## config.mk

```make
export PLATFORM = sky130hd
export DESIGN_NAME = bapr_queue
export DESIGN_NICKNAME = d
export VERILOG_FILES = /design/src/hw/rtl/bapr_pkg.sv /design/src/hw/rtl/bapr_queue.sv
export SDC_FILE = /design/constraint.sdc
export NUM_CORES = 1
export LEC_CHECK = 0
export BUFFER_PORTS_ARGS = -buffer_cell sky130_fd_sc_hd__buf_2
export CAP_MARGIN = 20
export CORE_ASPECT_RATIO = 1.25
export CORE_MARGIN = 2
export CORE_UTILIZATION = 50
export DETAILED_ROUTE_END_ITERATION = 10
export PLACE_DENSITY = 0.76
export SYNTH_ARGS = -nofsm -noshare
export SYNTH_HDL_FRONTEND = slang
export SYNTH_SLANG_ARGS = --single-unit
```

## constraint.sdc

```tcl
create_clock -name clk -period 2.4 [get_ports clk]
set_input_delay 0.24 -clock clk [delete_from_list [all_inputs] [get_ports clk]]
set_output_delay 0.24 -clock clk [all_outputs]
set_load 0.02 [all_outputs]
```

## src/hw/rtl/bapr_pkg.sv

```systemverilog
// shared types, constants and helper functions for the bitmap attribute renderer
// no dependencies
package bapr_pkg;

	localparam int unsigned SHADOW_DEPTH = 6912;
	localparam int unsigned OFF_W        = 13;

	localparam logic [15:0] VIDEO_BASE = 16'h4000;
	localparam logic [15:0] VIDEO_END  = 16'h5B00;

	localparam logic [OFF_W-1:0] CLEAR_LAST = OFF_W'(SHADOW_DEPTH - 1);

	localparam logic [2:0] LAST_GROUP = 3'd7;

	// one command for the render back end
	typedef struct packed {
		logic             is_attr;
		logic [OFF_W-1:0] off;
		logic [7:0]       data;
		logic             flash;
	} cmd_t;

	// screen row of a bitmap offset (thirds, pixel line and character row interleave)
	function automatic logic [7:0] row_of(input logic [OFF_W-1:0] off);
		logic [7:0] s;
		s = off[12:5];
		return {s[7:6], s[2:0], s[5:3]};
	endfunction

	// shadow index of the attribute covering a bitmap offset
	function automatic logic [OFF_W-1:0] attr_index(input logic [OFF_W-1:0] off);
		logic [7:0] y;
		y = row_of(off);
		return {2'b11, 1'b0, y[7:3], off[4:0]};
	endfunction

	// bitmap offset of the top row of the cell owning an attribute offset
	function automatic logic [OFF_W-1:0] cell_top(input logic [OFF_W-1:0] off);
		return {off[9:8], 3'b000, off[7:5], off[4:0]};
	endfunction

	function automatic logic [5:0] colour_of(input logic r, input logic g, input logic b,
	                                         input logic bright);
		logic [1:0] lvl;
		lvl = bright ? 2'b11 : 2'b01;
		return {(b ? lvl : 2'b00), (g ? lvl : 2'b00), (r ? lvl : 2'b00)};
	endfunction

endpackage

```

## src/hw/rtl/bapr_queue.sv

```systemverilog
// small command queue between the front and back ends
// depends on bapr_pkg
module bapr_queue #(
	parameter int unsigned DEPTH = 2
) (
	input  logic           clk,
	input  logic           arst_n,
	input  logic           push,
	input  bapr_pkg::cmd_t push_cmd,
	output logic           full,
	input  logic           pop,
	output bapr_pkg::cmd_t pop_cmd,
	output logic           empty
);

	localparam int unsigned PTR_W = $clog2(DEPTH);
	localparam int unsigned CNT_W = $clog2(DEPTH + 1);
	localparam logic [PTR_W-1:0] PTR_LAST = PTR_W'(DEPTH - 1);
	localparam logic [CNT_W-1:0] CNT_FULL = CNT_W'(DEPTH);

	bapr_pkg::cmd_t   slot_q [DEPTH];
	logic [PTR_W-1:0] wr_ptr_q;
	logic [PTR_W-1:0] rd_ptr_q;
	logic [CNT_W-1:0] count_q;
	logic             do_push;
	logic             do_pop;

	assign full    = (count_q == CNT_FULL);
	assign empty   = (count_q == '0);
	assign pop_cmd = slot_q[rd_ptr_q];
	assign do_push = push && !full;
	assign do_pop  = pop && !empty;

	always_ff @(posedge clk) begin
		if (do_push) begin
			slot_q[wr_ptr_q] <= push_cmd;
		end
	end

	always_ff @(posedge clk or negedge arst_n) begin
		if (!arst_n) begin
			wr_ptr_q <= '0;
			rd_ptr_q <= '0;
			count_q  <= '0;
		end else begin
			if (do_push) begin
				wr_ptr_q <= (wr_ptr_q == PTR_LAST) ? '0 : wr_ptr_q + 1'b1;
			end
			if (do_pop) begin
				rd_ptr_q <= (rd_ptr_q == PTR_LAST) ? '0 : rd_ptr_q + 1'b1;
			end
			if (do_push && !do_pop) begin
				count_q <= count_q + 1'b1;
			end else if (do_pop && !do_push) begin
				count_q <= count_q - 1'b1;
			end
		end
	end

endmodule

```

==> impl_metrics.toml <==
[status]
status = "finished, final reports clean"

[floorplanning]
core_area_um2 = 3780
die-area_um2 = 4440
die_w_um = 60.0
die_h_um = 74.0
initial_core_util_pct = 51.8
ioPinCount = 52
rows = 25

[detailed_routing]
totalWireLength_um = 2850
avgViaCountPerCell = 4.66
drtIter0Drc = 26
wire_per_inst_um = 13.8
antenna_left = 0
remaining_drc_errors = 0
via_count = 960
first_pass_iters = 4

[min_path]
hold_class = "input pin to flop"

[global_routing]
use_met2_pct = 24.5
busiest_layer = "met2"
met3_usage_pct = 7.30
grt_pass1_wl_um = 4470
grt_pass1_vias = 1000
antenna_found_initial = 0
grt_max_degree = 24
grt_usage_pct = 14.5
grtUsageMet1_pct = 14.9
grt_overflow = 0

[pwr]
ir_worst_vdd_mv = 0.686
leakagePower_nw = 0.986
power_frac_clock_pct = 18.9
switching_share_pct = 32.0
power.switching_w = 0.000946
power_density_nw_per_um2 = 1240
combPwrFrac_pct = 37.2
power_w = 0.00296
internal_power_w = 0.00201
seqPwrFrac_pct = 43.8

[logic_synthesis]
synth_area_um2 = 1960
synth_fp_nets = 119
synth_cells = 91
seq_area_frac_synth_pct = 75.6
syn_area_per_cell_um2 = 21.5
synth_seq_cells = 50
synth.distinct_cells = 15
yosys_warnings = 0

[critical_path]
cp_max_fo = 11
crit_buf_inv = 2
crit_chain = "buf_4, mux2_4, buf_2"
path_class = "flop to output pin"
critical_path.slowest_cell = "dfrtp_1"
r2r_slack_ns = 0.70
crit_family = "flip-flops"
crit_path_max_incr_delay_ns = 0.55
arrival_ns = 1.63
crit_path_start_kind = "flop"
critPathCaptureType = "output pin"
crit_required_ns = 2.16

[clock_tree]
cts_resized = 0
clk_pin_slew_ns = 0.08
clock_latency_ns = 0.29
cts.sinks = 50
cts_buffer_depth = 2
postCtsSetupRepairBufs = 0
cts_tree = "yes"
h-tree-depth = 2
numCtsBuffers = 5
root_buffer = "clkbuf_8"

[layout]
diodes = 0
fin_nets = 179
syn_to_final_growth_pct = 21.6
fin_util_pct = 62.9
fillCellCount = 265
final_area_um2 = 2380
drive_gt1_share_pct = 57.2

[timing]
grt_setup_unrepaired = "false"
fin_setup_tns_ns = 0
skew_ns = 0.00471
hold_viol_final = 0
min_period_ns = 1.87
finalCritPeriodShare_pct = 78.1
maxClockFrequency_ghz = 0.533
drv_slew = 0
max-slew-margin-rel_pct = 76.0
setup_viol = 0
holdWs_ns = 0.129
tightest_slew_ns = 0.359

[placement]
io_buffers = 51
gp_congestion = 0.658
placed_area_um2 = 2260
hpwl_um = 2070

[flow_run]
maxCapViolCount = 0
layout by cell type (no fill, tap or decap):
cell	netlist	final
edfxtp_1	46	46
clkinv_2	0	2
mux2_4	19	19
and3_1	1	1
nand2_1	1	1
clkbuf_8	0	5
nor2_1	3	2
buf_2	0	51
inv_1	2	2
ha_1	1	1
xnor2_1	3	3
nor2_2	0	1
nand2b_1	1	1
xor2_1	2	2
mux2_2	4	4
dlygate4sd3_1	0	1
bufinv_16	0	1
buf_4	0	4
o21ai_1	1	1
dfrtp_1	4	4
state kept, by name, summed over array words and instances, names as in the netlist:
register and flops:
count_q 2, rd_ptr_q 1, slot_q 46, wr_ptr_q 1
cell type report:
cell class	instances	area, um^2	share of cell area (%)
Clock inverter	3	40.0	1.68
Tap cell	54	67.6	2.84
Timing Repair Buffer	56	295	12.4
Clock buffer	5	68.8	2.89
Sequential cell	50	1480	62.2
Multi-Input combinational cell	36	422	17.7
Inverter	2	7.51	0.315
what timing repair did:
action / in CTS / in global routing
hold buffers: 1 / 0
hold endpoints to repair: 4 / 0
setup endpoints to repair: 0 / 0
worst paths after layout:
kind                                       to          from  depth (start not counted)
worst max register to register   slot_q[0][0]    count_q[0]                          4
max in group asynchronous            rd_ptr_q        arst_n                          2
min in group asynchronous            wr_ptr_q        arst_n                          2
worst max-delay path              pop_cmd[15]      rd_ptr_q                          3
worst min-delay path            slot_q[1][20]  push_cmd[20]                          1
worst min register to register       wr_ptr_q      wr_ptr_q                          1
kinds of logic (layout without fill, tap and decap cells):
group	Yosys count	count (layout)	share of synthesized area (%)
AOI/OAI and AO/OA	1	1	0.255
and+or+nand+nor	6	6	1.41
adders and majority gates	1	1	0.638
DFF	50	50	75.6
xor gates and xnor gates	5	5	2.24
muxes	23	23	16.9
buffers and inverters	5	66	3.00
metal layers:
layer | up-vias | part of all wire [%]
met5 | - | 0
met2 | 34 | 51
met1 | 456 | 39
li1 | 464 | -
met4 | 0 | 2.1
met3 | 6 | 7.6
synthesized netlist by cell type (all sizes together):
master	n	area, um^2
nand2b	1	6.26
and3	1	6.26
xor2	2	17.5
edfxtp	46	1380
ha	1	12.5
buf	3	51.3
dfrtp	4	100
mux2	23	330
o21ai	1	5.00
xnor2	3	26.3
nand2	1	3.75
nor2	3	11.3
inv	2	7.51
stage by stage:
step / cells / setup WS [ns]
after floorplan: 91 / 0.365
after global placement: 197 / 0.826
after detailed placement: 197 / 0.675
after CTS: 206 / 0.485
after global routing: 206 / 0.427
final: 206 / 0.525
power by group through the flow:
stage                     Combinational (W)  Clock, W  Sequential, W
after floorplan                    0.000918         0        0.00128
final                               0.00110  0.000560        0.00130
after CTS                           0.00112  0.000578        0.00130
after detailed placement            0.00112         0        0.00132
after global routing                0.00119  0.000608        0.00132
after global placement              0.00109         0        0.00130
Note: power is estimated with default switching activity, not from simulation.
